==> config.mk <==
export PLATFORM = sky130hd
export DESIGN_NAME = strict_priority_multi_fifo_top
export DESIGN_NICKNAME = d
export VERILOG_FILES = /design/src/hdl/spq_pkg.sv /design/src/hdl/strict_priority_multi_fifo_top.sv /design/src/hdl/spq_ram.sv /design/src/hdl/spq_ctrl.sv
export SDC_FILE = /design/constraint.sdc
export NUM_CORES = 2
export LEC_CHECK = 0
export ABC_CLOCK_PERIOD_IN_PS = 8200
export BUFFER_PORTS_ARGS = -buffer_cell sky130_fd_sc_hd__buf_4
export CAP_MARGIN = 20
export CELL_PAD_IN_SITES_DETAIL_PLACEMENT = 1
export CELL_PAD_IN_SITES_GLOBAL_PLACEMENT = 2
export CORE_UTILIZATION = 51
export CTS_CLUSTER_SIZE = 10
export DETAILED_ROUTE_END_ITERATION = 10
export PLACE_DENSITY = 0.85
export SLEW_MARGIN = 20
export SYNTH_ARGS = -nofsm -noshare
export SYNTH_HDL_FRONTEND = slang
export SYNTH_SLANG_ARGS = --single-unit
export TNS_END_PERCENT = 30
==> constraint.sdc <==
create_clock -name i_clk -period 8.2 [get_ports i_clk]
set_input_delay 0.82 -clock i_clk [delete_from_list [all_inputs] [get_ports i_clk]]
set_output_delay 0.82 -clock i_clk [all_outputs]
set_load 0.01 [all_outputs]
==> src/hdl/spq_pkg.sv <==
package spq_pkg;

    // fixed field widths of the two channels
    localparam int unsigned MODE_W  = 2;
    localparam int unsigned VALUE_W = 32;
    localparam int unsigned PRIO_W  = 3;
    localparam int unsigned POS_W   = 6;
    localparam int unsigned LVLO_W  = 3;
    localparam int unsigned STAT_W  = 2;

    // operation codes
    localparam logic [MODE_W-1:0] MODE_PUSH = 2'd0;
    localparam logic [MODE_W-1:0] MODE_POP  = 2'd1;
    localparam logic [MODE_W-1:0] MODE_TOP  = 2'd2;
    localparam logic [MODE_W-1:0] MODE_PEEK = 2'd3;

    // result status codes
    localparam logic [STAT_W-1:0] ST_OK     = 2'd0;
    localparam logic [STAT_W-1:0] ST_EMPTY  = 2'd1;
    localparam logic [STAT_W-1:0] ST_FULL   = 2'd2;
    localparam logic [STAT_W-1:0] ST_BEYOND = 2'd3;

    typedef struct packed {
        logic [MODE_W-1:0]         mode;
        logic signed [VALUE_W-1:0] data_in;
        logic [PRIO_W-1:0]         priority_req;
        logic [POS_W-1:0]          position;
    } t_in_beat;

    typedef struct packed {
        logic signed [VALUE_W-1:0] result_value;
        logic [LVLO_W-1:0]         result_level;
        logic [STAT_W-1:0]         status;
    } t_out_beat;

    // result handed from the controller to the output stage
    typedef struct packed {
        logic              valid;
        logic              use_ram;
        logic [LVLO_W-1:0] level;
        logic [STAT_W-1:0] status;
    } t_res_req;

endpackage

==> src/hdl/strict_priority_multi_fifo_top.sv <==
// Push and empty results pass from the input beat through the EXEC and RESULT
// states into the output register; pop, top and positional peek stay in EXEC
// while the top-down walk over the level counters skips levels.
// Only one operation is in flight; the next beat is taken once the controller is
// back in IDLE, after the result has moved into the output register.
// Reset clears all level heads and counts; the entry RAM is not cleared.
module strict_priority_multi_fifo_top #(
    parameter int unsigned LEVELS      = 4,
    parameter int unsigned LEVEL_DEPTH = 16,
    parameter int unsigned DATA_WIDTH  = 32
) (
    input  logic               i_clk,
    input  logic               i_rst_n,
    input  logic               i_in_valid,
    output logic               o_in_ready,
    input  spq_pkg::t_in_beat  i_in_beat,
    output logic               o_out_valid,
    input  logic               i_out_ready,
    output spq_pkg::t_out_beat o_out_beat
);

    localparam int unsigned ADDR_W = $clog2(LEVELS * LEVEL_DEPTH);

    spq_pkg::t_res_req                  req;
    logic                               take;
    logic                               we;
    logic                               re;
    logic [ADDR_W-1:0]                  waddr;
    logic [ADDR_W-1:0]                  raddr;
    logic [DATA_WIDTH-1:0]              wdata;
    logic [DATA_WIDTH-1:0]              rdata;
    logic signed [spq_pkg::VALUE_W-1:0] rd_val;
    logic                               r_out_valid;
    spq_pkg::t_out_beat                 r_out;

    spq_ctrl #(
        .LEVELS      (LEVELS),
        .LEVEL_DEPTH (LEVEL_DEPTH),
        .DATA_WIDTH  (DATA_WIDTH)
    ) u_ctrl (
        .i_clk      (i_clk),
        .i_rst_n    (i_rst_n),
        .i_in_valid (i_in_valid),
        .o_in_ready (o_in_ready),
        .i_in_beat  (i_in_beat),
        .o_req      (req),
        .i_take     (take),
        .o_we       (we),
        .o_waddr    (waddr),
        .o_wdata    (wdata),
        .o_re       (re),
        .o_raddr    (raddr)
    );

    spq_ram #(
        .WIDTH (DATA_WIDTH),
        .DEPTH (LEVELS * LEVEL_DEPTH)
    ) u_ram (
        .i_clk   (i_clk),
        .i_we    (we),
        .i_waddr (waddr),
        .i_wdata (wdata),
        .i_re    (re),
        .i_raddr (raddr),
        .o_rdata (rdata)
    );

    // stored word back to a 32-bit signed value
    generate
        if (DATA_WIDTH >= spq_pkg::VALUE_W) begin : g_wide
            assign rd_val = rdata[spq_pkg::VALUE_W-1:0];
        end else begin : g_narrow
            assign rd_val = {{(spq_pkg::VALUE_W - DATA_WIDTH){rdata[DATA_WIDTH-1]}}, rdata};
        end
    endgenerate

    // output register: loads when empty or when its beat leaves
    assign take = req.valid && (!r_out_valid || i_out_ready);

    always_ff @(posedge i_clk) begin
        if (!i_rst_n) begin
            r_out_valid <= 1'b0;
        end else if (take) begin
            r_out_valid <= 1'b1;
        end else if (i_out_ready) begin
            r_out_valid <= 1'b0;
        end
    end

    always_ff @(posedge i_clk) begin
        if (take) begin
            r_out.result_value <= req.use_ram ? rd_val : '0;
            r_out.result_level <= req.level;
            r_out.status       <= req.status;
        end
    end

    assign o_out_valid = r_out_valid;
    assign o_out_beat  = r_out;

endmodule

==> src/hdl/spq_ram.sv <==
module spq_ram #(
    parameter int unsigned WIDTH = 32,
    parameter int unsigned DEPTH = 64
) (
    input  logic                     i_clk,
    input  logic                     i_we,
    input  logic [$clog2(DEPTH)-1:0] i_waddr,
    input  logic [WIDTH-1:0]         i_wdata,
    input  logic                     i_re,
    input  logic [$clog2(DEPTH)-1:0] i_raddr,
    output logic [WIDTH-1:0]         o_rdata
);

    logic [WIDTH-1:0] mem [DEPTH];
    logic [WIDTH-1:0] r_rdata;

    // one write port, one registered read port; read data holds without a read
    always_ff @(posedge i_clk) begin
        if (i_we) begin
            mem[i_waddr] <= i_wdata;
        end
        if (i_re) begin
            r_rdata <= mem[i_raddr];
        end
    end

    assign o_rdata = r_rdata;

endmodule

==> src/hdl/spq_ctrl.sv <==
module spq_ctrl #(
    parameter int unsigned LEVELS      = 4,
    parameter int unsigned LEVEL_DEPTH = 16,
    parameter int unsigned DATA_WIDTH  = 32
) (
    input  logic                                      i_clk,
    input  logic                                      i_rst_n,
    input  logic                                      i_in_valid,
    output logic                                      o_in_ready,
    input  spq_pkg::t_in_beat                         i_in_beat,
    output spq_pkg::t_res_req                         o_req,
    input  logic                                      i_take,
    output logic                                      o_we,
    output logic [$clog2(LEVELS*LEVEL_DEPTH)-1:0]     o_waddr,
    output logic [DATA_WIDTH-1:0]                     o_wdata,
    output logic                                      o_re,
    output logic [$clog2(LEVELS*LEVEL_DEPTH)-1:0]     o_raddr
);

    localparam int unsigned LVL_W  = (LEVELS > 1) ? $clog2(LEVELS) : 1;
    localparam int unsigned SLOT_W = $clog2(LEVEL_DEPTH);
    localparam int unsigned CNT_W  = $clog2(LEVEL_DEPTH + 1);
    localparam int unsigned CMP_W  = (CNT_W > spq_pkg::POS_W) ? CNT_W : spq_pkg::POS_W;
    localparam int unsigned ADDR_W = $clog2(LEVELS * LEVEL_DEPTH);

    localparam logic [1:0] S_IDLE   = 2'd0;
    localparam logic [1:0] S_EXEC   = 2'd1;
    localparam logic [1:0] S_RESULT = 2'd2;

    logic [1:0]                  r_state, n_state;
    spq_pkg::t_in_beat           r_beat, n_beat;
    logic [LVL_W-1:0]            r_lvl, n_lvl;
    logic [CMP_W-1:0]            r_idx, n_idx;
    logic                        r_prio_ok, n_prio_ok;
    logic [SLOT_W-1:0]           r_head [LEVELS];
    logic [SLOT_W-1:0]           n_head [LEVELS];
    logic [CNT_W-1:0]            r_count [LEVELS];
    logic [CNT_W-1:0]            n_count [LEVELS];
    logic                        r_use_ram, n_use_ram;
    logic [spq_pkg::LVLO_W-1:0]  r_res_level, n_res_level;
    logic [spq_pkg::STAT_W-1:0]  r_res_status, n_res_status;

    logic [SLOT_W-1:0]           cur_head;
    logic [CNT_W-1:0]            cur_count;
    logic                        any_nonempty;
    logic                        is_push;
    logic                        hit;
    logic [CMP_W-1:0]            off_sel;
    logic [CMP_W:0]              slot_sum;
    logic [CMP_W:0]              slot_wrap;
    logic [SLOT_W-1:0]           slot;
    logic [SLOT_W:0]             head_sum;
    logic [SLOT_W-1:0]           head_inc;
    logic [ADDR_W-1:0]           addr;

    // per-level pointers for the level under work
    assign cur_head  = r_head[r_lvl];
    assign cur_count = r_count[r_lvl];
    assign is_push   = (r_beat.mode == spq_pkg::MODE_PUSH);
    assign hit       = (r_idx < CMP_W'(cur_count));

    always_comb begin
        any_nonempty = 1'b0;
        for (int l = 0; l < int'(LEVELS); l++) begin
            any_nonempty = any_nonempty | (r_count[l] != '0);
        end
    end

    // slot = (head + offset) mod depth; offset is below depth when used
    assign off_sel   = is_push ? CMP_W'(cur_count) : r_idx;
    assign slot_sum  = (CMP_W + 1)'(cur_head) + (CMP_W + 1)'(off_sel);
    assign slot_wrap = (slot_sum >= (CMP_W + 1)'(LEVEL_DEPTH))
                       ? slot_sum - (CMP_W + 1)'(LEVEL_DEPTH) : slot_sum;
    assign slot      = slot_wrap[SLOT_W-1:0];
    assign addr      = ADDR_W'(r_lvl) * ADDR_W'(LEVEL_DEPTH) + ADDR_W'(slot);

    // head advance on pop
    assign head_sum  = (SLOT_W + 1)'(cur_head) + (SLOT_W + 1)'(1);
    assign head_inc  = (head_sum == (SLOT_W + 1)'(LEVEL_DEPTH)) ? '0 : head_sum[SLOT_W-1:0];

    // stored word: input cut or sign-extended to the storage width
    generate
        if (DATA_WIDTH >= spq_pkg::VALUE_W) begin : g_wide
            assign o_wdata = DATA_WIDTH'(r_beat.data_in);
        end else begin : g_narrow
            assign o_wdata = r_beat.data_in[DATA_WIDTH-1:0];
        end
    endgenerate

    // sequencer: accept, walk levels top down, hand over result
    always_comb begin
        n_state      = r_state;
        n_beat       = r_beat;
        n_lvl        = r_lvl;
        n_idx        = r_idx;
        n_prio_ok    = r_prio_ok;
        n_head       = r_head;
        n_count      = r_count;
        n_use_ram    = r_use_ram;
        n_res_level  = r_res_level;
        n_res_status = r_res_status;
        o_we         = 1'b0;
        o_re         = 1'b0;
        o_waddr      = addr;
        o_raddr      = addr;

        case (r_state)
            S_IDLE: begin
                if (i_in_valid) begin
                    n_beat    = i_in_beat;
                    n_prio_ok = (i_in_beat.priority_req != '0) &&
                                (32'(i_in_beat.priority_req) <= 32'(LEVELS));
                    if (i_in_beat.mode == spq_pkg::MODE_PUSH) begin
                        n_lvl = n_prio_ok ? LVL_W'(32'(i_in_beat.priority_req) - 1) : '0;
                    end else begin
                        n_lvl = LVL_W'(LEVELS - 1);
                    end
                    n_idx = (i_in_beat.mode == spq_pkg::MODE_PEEK)
                            ? CMP_W'(i_in_beat.position) : '0;
                    n_state = S_EXEC;
                end
            end
            S_EXEC: begin
                n_use_ram    = 1'b0;
                n_res_level  = '0;
                n_res_status = spq_pkg::ST_OK;
                if (is_push) begin
                    if (!r_prio_ok || cur_count >= CNT_W'(LEVEL_DEPTH)) begin
                        n_res_status = spq_pkg::ST_FULL;
                    end else begin
                        o_we           = 1'b1;
                        n_count[r_lvl] = cur_count + CNT_W'(1);
                    end
                    n_state = S_RESULT;
                end else if (!any_nonempty) begin
                    n_res_status = spq_pkg::ST_EMPTY;
                    n_state      = S_RESULT;
                end else if (hit) begin
                    o_re        = 1'b1;
                    n_use_ram   = 1'b1;
                    n_res_level = spq_pkg::LVLO_W'(32'(r_lvl) + 1);
                    if (r_beat.mode == spq_pkg::MODE_POP) begin
                        n_head[r_lvl]  = head_inc;
                        n_count[r_lvl] = cur_count - CNT_W'(1);
                    end
                    n_state = S_RESULT;
                end else if (r_lvl == '0) begin
                    n_res_status = spq_pkg::ST_BEYOND;
                    n_state      = S_RESULT;
                end else begin
                    // skip this level's entries, move one level down
                    n_idx = r_idx - CMP_W'(cur_count);
                    n_lvl = r_lvl - LVL_W'(1);
                end
            end
            S_RESULT: begin
                if (i_take) begin
                    n_state = S_IDLE;
                end
            end
            default: begin
                n_state = S_IDLE;
            end
        endcase
    end

    always_ff @(posedge i_clk) begin
        if (!i_rst_n) begin
            r_state <= S_IDLE;
            for (int l = 0; l < int'(LEVELS); l++) begin
                r_head[l]  <= '0;
                r_count[l] <= '0;
            end
        end else begin
            r_state <= n_state;
            r_head  <= n_head;
            r_count <= n_count;
        end
    end

    // working registers, no reset needed
    always_ff @(posedge i_clk) begin
        r_beat       <= n_beat;
        r_lvl        <= n_lvl;
        r_idx        <= n_idx;
        r_prio_ok    <= n_prio_ok;
        r_use_ram    <= n_use_ram;
        r_res_level  <= n_res_level;
        r_res_status <= n_res_status;
    end

    // no beat is taken while reset is held
    assign o_in_ready    = i_rst_n && (r_state == S_IDLE);
    assign o_req.valid   = (r_state == S_RESULT);
    assign o_req.use_ram = r_use_ram;
    assign o_req.level   = r_res_level;
    assign o_req.status  = r_res_status;

endmodule

### After elaboration in Yosys (flattened, before gate mapping)

Memories as Yosys holds them, arrays and structs flattened. A register that Yosys moved wholly into a read port is not among the register bits.
Index checks and enable logic that the tools add are counted.

| operators by class | value |
|---|---|
| bitwise logic cells | 7 |
| reduce and logical (&&, ||, !) cells | 28 |
| add/sub/neg operators | 10 |
| multiplexer cells | 59 |
| order comparisons | 6 |
| equal/unequal tests | 13 |

Operators with widths:

| operator | count |
|---|---|
| 20-bit two-way mux | 5 |
| 6-bit two-way mux | 7 |
| 20-bit bitwise mux | 2 |
| 2-bit two-way mux | 18 |
| 4-bit two-way mux | 5 |
| 5-bit nonzero test | 4 |
| 16-bit bitwise mux | 1 |
| 5-bit two-way mux | 3 |
| 6-bit one-hot mux with 2 select lines | 1 |
| 1-bit two-way mux | 11 |
| 5-bit binary-select mux with 2-bit select | 1 |
| 5-bit demux with 2-bit select | 1 |
| 2-bit inequality test (second input constant) | 5 |
| 5-bit AND reduction | 2 |
| 2-bit nonzero test | 5 |
| 4-bit binary-select mux with 2-bit select | 1 |
| 4-bit demux with 2-bit select | 1 |
| 2-bit zero test | 4 |
| 4-bit by 6-bit adder with 7-bit output | 1 |
| 7-bit by 5-bit >= comparator with 1-bit output (second input constant) | 1 |
| 6-bit by 4-bit adder with 6-bit output | 1 |
| 6-bit by 5-bit less-than comparator with 1-bit output | 1 |
| 2-bit one-hot mux with 3 select lines | 1 |
| 6-bit AND reduction | 1 |
| 27 further kinds | 40 |

| storage, ports and cells | value |
|---|---|
| bits in registers | 125 |
| input bits | 47 |
| output and inout port bits | 39 |
| logic and storage cells | 145 |
| memories kept | 1 |
| bits in writable memories | 2048 |

Memories:

| name | depth | bits a word | read ports | clocked after Yosys merged registers in | write ports | RTL line | source |
|---|---|---|---|---|---|---|---|
| u_ram.mem | 64 | 32 | 1 | 1 | 1 | spq_ram.sv:14 | `logic [WIDTH-1:0] mem [DEPTH];` |

### Longest topological paths before layout

| depth | value |
|---|---|
| depth in word-level cells | 11 |
| gate-level depth with buffers | 19 |

### Hierarchy

From an unflattened synthesis, not the netlist that was laid out.

| unflattened totals | value |
|---|---|
| cells, all modules | 3790 |
| area total of the unflattened synthesis | 84715.0 um2 |

Modules (own cells, without submodules):

| module | cells each | area each (um2) | instances |
|---|---|---|---|
| spq_ram | 3324 | 78840.6 | 1 |
| spq_ctrl | 390 | 4468.0 | 1 |
| strict_priority_multi_fifo_top | 76 | 1406.3 | 1 |

### Least setup slack after synthesis

OpenSTA, ideal clock, no wires.

| timing path | value |
|---|---|
| kind | register to register |
| start point | reg u_ctrl.r_lvl[1] |
| end point | mem u_ram.mem[0][0] (enable) |
| buffers on the path | 5 |
| period minus slack after synthesis | 5.366 ns |
| arrival | 4.945 ns |
| slack | 2.834 ns |
| required time | 7.779 ns |
| stages on the path, launching flop included | 16 |
| cells stage by stage | edfxtp_1 buf_2 buf_1 mux2i_1 mux2i_1 nand2_1 o21ai_0 ha_1 fa_1 or2_2 clkbuf_1 nor2_1 clkbuf_1 clkbuf_1 nand2_1 nor2_1 |

| on the way | value |
|---|---|
| word-level cells in the longest chain between the ends | 11 |
| elaborated cells on any way between the ends | 20 |
| classes of those cells | add/sub: 3; order compare: 2; mux: 13; bitwise: 1; reduce/logical: 1 |

Ends and longest elaborated chain:

| element | RTL line | source |
|---|---|---|
| start: declaration | spq_ctrl.sv:32 | `logic [LVL_W-1:0] r_lvl, n_lvl;` |
| start signal: assignment | spq_ctrl.sv:184 | `r_lvl <= n_lvl;` |
| parallel branches: the longest is 11 deep, another holds 4-bit by 6-bit adder with 7-bit output | - |  |
| end: declaration | spq_ram.sv:14 |  |

Parallel ways; which one is timed is not known. The select of a mux whose other input is x is not followed.

### Worst setup path in the final report

| timing path | value |
|---|---|
| start point | reg u_ctrl.r_lvl[1] |
| end point | reg u_ram.r_rdata[24], in the netlist u_ram.o_rdata[24], read port of u_ram.mem, data pin |

| on the way | value |
|---|---|
| word-level cells in the longest chain between the ends | 9 |
| elaborated cells on any way between the ends | 18 |
| classes of those cells | add/sub: 3; order compare: 2; mux: 12; bitwise: 1 |

Ends and longest elaborated chain:

| element | RTL line | source |
|---|---|---|
| 2-bit NOT with 3-bit output (not written as such) | spq_ctrl.sv:57, spq_ctrl.sv:58 |  |
| 5-bit binary-select mux with 2-bit select | spq_ctrl.sv:58 | `assign cur_count = r_count[r_lvl];` |
| 5-bit two-way mux (not written as such) (2 in a row) | spq_ctrl.sv:58 |  |
| 6-bit two-way mux or 6-bit by 5-bit less-than comparator with 1-bit output (tied branches) | spq_ctrl.sv:70, spq_ctrl.sv:60 |  |
| 4-bit by 6-bit adder with 7-bit output or 1-bit two-way mux (tied branches) | spq_ctrl.sv:71, spq_ctrl.sv:138 |  |
| 7-bit by 5-bit >= comparator with 1-bit output, or another cell as far along | spq_ctrl.sv:72 | `assign slot_wrap = (slot_sum >= (CMP_W + 1)'(LEVEL_DEPTH))` |
| 4-bit two-way mux or 1-bit two-way mux (tied branches) | spq_ctrl.sv:73, spq_ctrl.sv:127 |  |
| 6-bit by 4-bit adder with 6-bit output or 1-bit two-way mux (tied branches) | spq_ctrl.sv:75, spq_ctrl.sv:107 |  |
| end: declaration | spq_ram.sv:15 | `logic [WIDTH-1:0] r_rdata;` |

Parallel ways exist; a longest one is shown, timed or not. The select of a mux whose other input is x is not followed.
A chain may end at the register's enable or synchronous reset.

==> results by group <==
Worst hold path
  • Path type of the worst min-delay path: input port to flop

Logic synthesis
  • Number of synthesized flops with an enable pin: approximately 2200
  • Avg Inst Size Synth: about 16 um^2
  • Netlist cell types: 72
  • Seq/Total Area, Yosys: 76.39%
  • Post-synth top area cell: edfxtp_1
  • Synth Warn #: 0
  • Syn Inst Count: ~5300
  • Post-Syn Nets: 5372
  • Most frequent cell after synthesis: edfxtp_1
  • Yosys reg bits: about 2200
  • Synth area leaders: edfxtp_1 (75%), mux2i_1 (4.5%), mux4_2 (2.2%), nand2_1 (2.0%), a21oi_1 (1.8%)
  • Top cells by count, synth: edfxtp_1 (2166), nand2_1 (450), mux2i_1 (388), a21oi_1 (306), nor2_1 (202)
  • Top_reg_cell synth: edfxtp_1
  • Syn Std Cell Area: ~86000 um^2
  • Synth top area share: 75.49%
  • Async set or reset register ratio after synthesis: 0%

GRT
  • Met1 usage: between 40% and 50%
  • Vias in the first global route: approximately 56000
  • Met2 GRT Util: between 50% and 60%
  • Tot GR Track Use: between 30% and 40%
  • Met3 Use GR: ~8.8%
  • First-pass GRT wire length: between 400000 and 500000 um
  • Busiest grt layer: met2
  • GRT overflow: 0
  • Largest net degree at the start of global routing: about 120
  • Antenna violations before repair: 35

Timing
  • Setup TNS Final: 0 ns
  • Final Skew: 0.05282 ns
  • Relative slew slack: between 20 and 25%
  • Peak Freq: approximately 150 MHz
  • RSZ-0062 raised after global routing: false
  • Final count of pins violating max slew: 0
  • Final setup violation count: 0
  • Min Tclk post-route: about 6.6 ns
  • Final Hold Fails: 0
  • Crit share post-route: 81.00%
  • Hold slack: ~0.081 ns
  • Worst-Margin Slew: about 1.2 ns

Clock tree
  • Root Driver: clkbuf_16
  • Post_cts resized: 0
  • Hold-fix buffers, CTS: 0
  • # clock sinks: 2205
  • Clock Latency Late Sink: 0.93 ns
  • Cts bufs inserted: roughly 270
  • H-Tree Level Count: 5
  • CTS tree: built
  • Post-CTS setup repair buffer count: 0
  • Worst-path clk slew: ~0.050 ns
  • Max Root-Sink Buffers: 4

Placement
  • Routability cong.: 0.8789
  • Post-DP HPWL: roughly 170000 um
  • Port bufs: between 80 and 90

Die
  • Core footprint: about 170000 um^2
  • Die height: 413.0 um
  • # IOs: between 80 and 90
  • Die Span X: 413.0 um
  • FP Rows: 150
  • Starting Density: between 50% and 60%
  • Die area: ~170000 um^2

Worst setup path
  • Arr. time, crit path: 7.23 ns
  • Critical Path RT: between 8 and 9 ns
  • Crit end category: flop
  • Critical path type: flop to flop
  • Startpoint class of the critical path: flop
  • Crit path max fanout: between 50 and 60

Power and ir drop
  • Clock power share: roughly two fifths
  • P per Cell Area: roughly 260 nW/um^2
  • Worst VDD drop: between 0.0002 and 0.0003 V
  • Power, Total: between 20 and 30 mW
  • Sw Share: between 20% and 30%
  • Gate power share: roughly a tenth
  • Leak: roughly 32 nW
  • Sequential power share: roughly half
  • Sw power: ~6.2 mW
  • Int Pwr: 19.21 mW

Detailed routing
  • Vias after detailed routing: around 55000
  • WL final: 302400 um
  • Avg Vias per Cell: 7.144
  • DRC: 0
  • First DRT Iteration DRCs: around 9300
  • DRT antenna net count: 0
  • Wirelength per Cell: approximately 39 um
  • Drt pass-1 iters: 8

Final layout
  • Syn-to-layout area delta: 13.39%
  • Layout Nets: around 5600
  • Layout cells sized above 1: 14.86%

Outcome
  • Status: completed

Run
  • # Max-Cap Violations: 0
critical path, cell delays in order, from the launching register on:
cell and delay, ns:
edfxtp_1 0.56, buf_4 0.56, mux4_2 0.51, ha_4 0.22
fa_4 0.57, xor2_4 0.66, buf_12 0.44, buf_4 0.58
mux2i_1 0.18, o22ai_1 0.74, nor4_1 0.20, o311a_1 0.48
a31oi_1 0.58
layout make-up:
cell class                      count  area, um^2
Antenna cell                        4       10.01
Clock buffer                      307        7193
Clock inverter                     13       83.83
Fill cell                       14960       69710
Inverter                           17       76.32
Multi-Input combinational cell   2715       19340
Sequential cell                  2205       65820
Tap cell                         2204        2758
Timing Repair Buffer              294        2420
cells in the final DEF (no fill, tap or decap), types with 102 or more instances in the layout:
cell,instances
nand3_1,181
mux2i_1,388
o21ai_0,153
o22ai_1,102
nand2_1,448
clkbuf_16,284
a31oi_1,135
nor2_1,129
edfxtp_1,2166
a21oi_1,306
buf_4,277
registers in the layout, indices dropped and copies added, names as in the netlist, 3 cells and up, named ones only:
signal,flops
o_out_beat,37
u_ctrl.o_wdata,32
u_ctrl.r_count,16
u_ctrl.r_head,16
u_ctrl.r_idx,6
u_ctrl.r_res_level,3
u_ram.mem,2048
u_ram.o_rdata,32
path summary, 6_finish.rpt:
path	end	depth (start not counted)	from	slack (ns)
max	u_ram.o_rdata[24]$_DFFE_PP_	12	u_ctrl.r_lvl[1]$_DFFE_PP_	1.56
min	u_ctrl.o_wdata[11]$_DFFE_PP_	1	i_in_beat[20]	0.08
max reg2reg	u_ram.o_rdata[24]$_DFFE_PP_	12	u_ctrl.r_lvl[1]$_DFFE_PP_	1.56
min reg2reg	o_out_beat[1]$_DFFE_PP_	0	u_ctrl.r_res_status[1]$_DFFE_PP_	0.43
stage by stage:
step           setup slack (ns)  area (um^2)  utilization, %  std cells
2_1_floorplan             2.834        86160               -       5307
3_3_place_gp              1.713        90360           53.98       7433
3_5_place_dp              1.599        90390           53.99       7435
4_1_cts                   1.539        97670           58.34       7755
5_1_grt                   1.356        97690           58.35       7755
6_report                  1.558        97700           58.36       7759
cells by family after synthesis:
| group | synth area share (%) |
|---|---|
| buffers and inverters | 1.956 |
| adders and majority gates | 0.2788 |
| AOI/OAI and AO/OA | 8.180 |
| DFF | 76.39 |
| muxes | 7.291 |
| xor gates and xnor gates | 0.1946 |
| and+or+nand+nor | 5.705 |
metal layers:
layer  wire length (um)  vias up
met5                171        -
li1                   -    21330
met4              16190       26
met1             106700    28550
met2             140600     4549
met3              38780      971
power groups by stage:
stage / logic (mW) / registers, mW / clock network [mW]
CTS: 2.32 / 12.5 / 10.5
global placement: 2.22 / 12.7 / 0
floorplan: 1.16 / 12.8 / 0
detailed placement: 2.30 / 12.7 / 0
finish: 2.40 / 12.5 / 10.5
global route: 2.44 / 12.5 / 10.9
No activity file was read; power rests on OpenSTA's default activity.
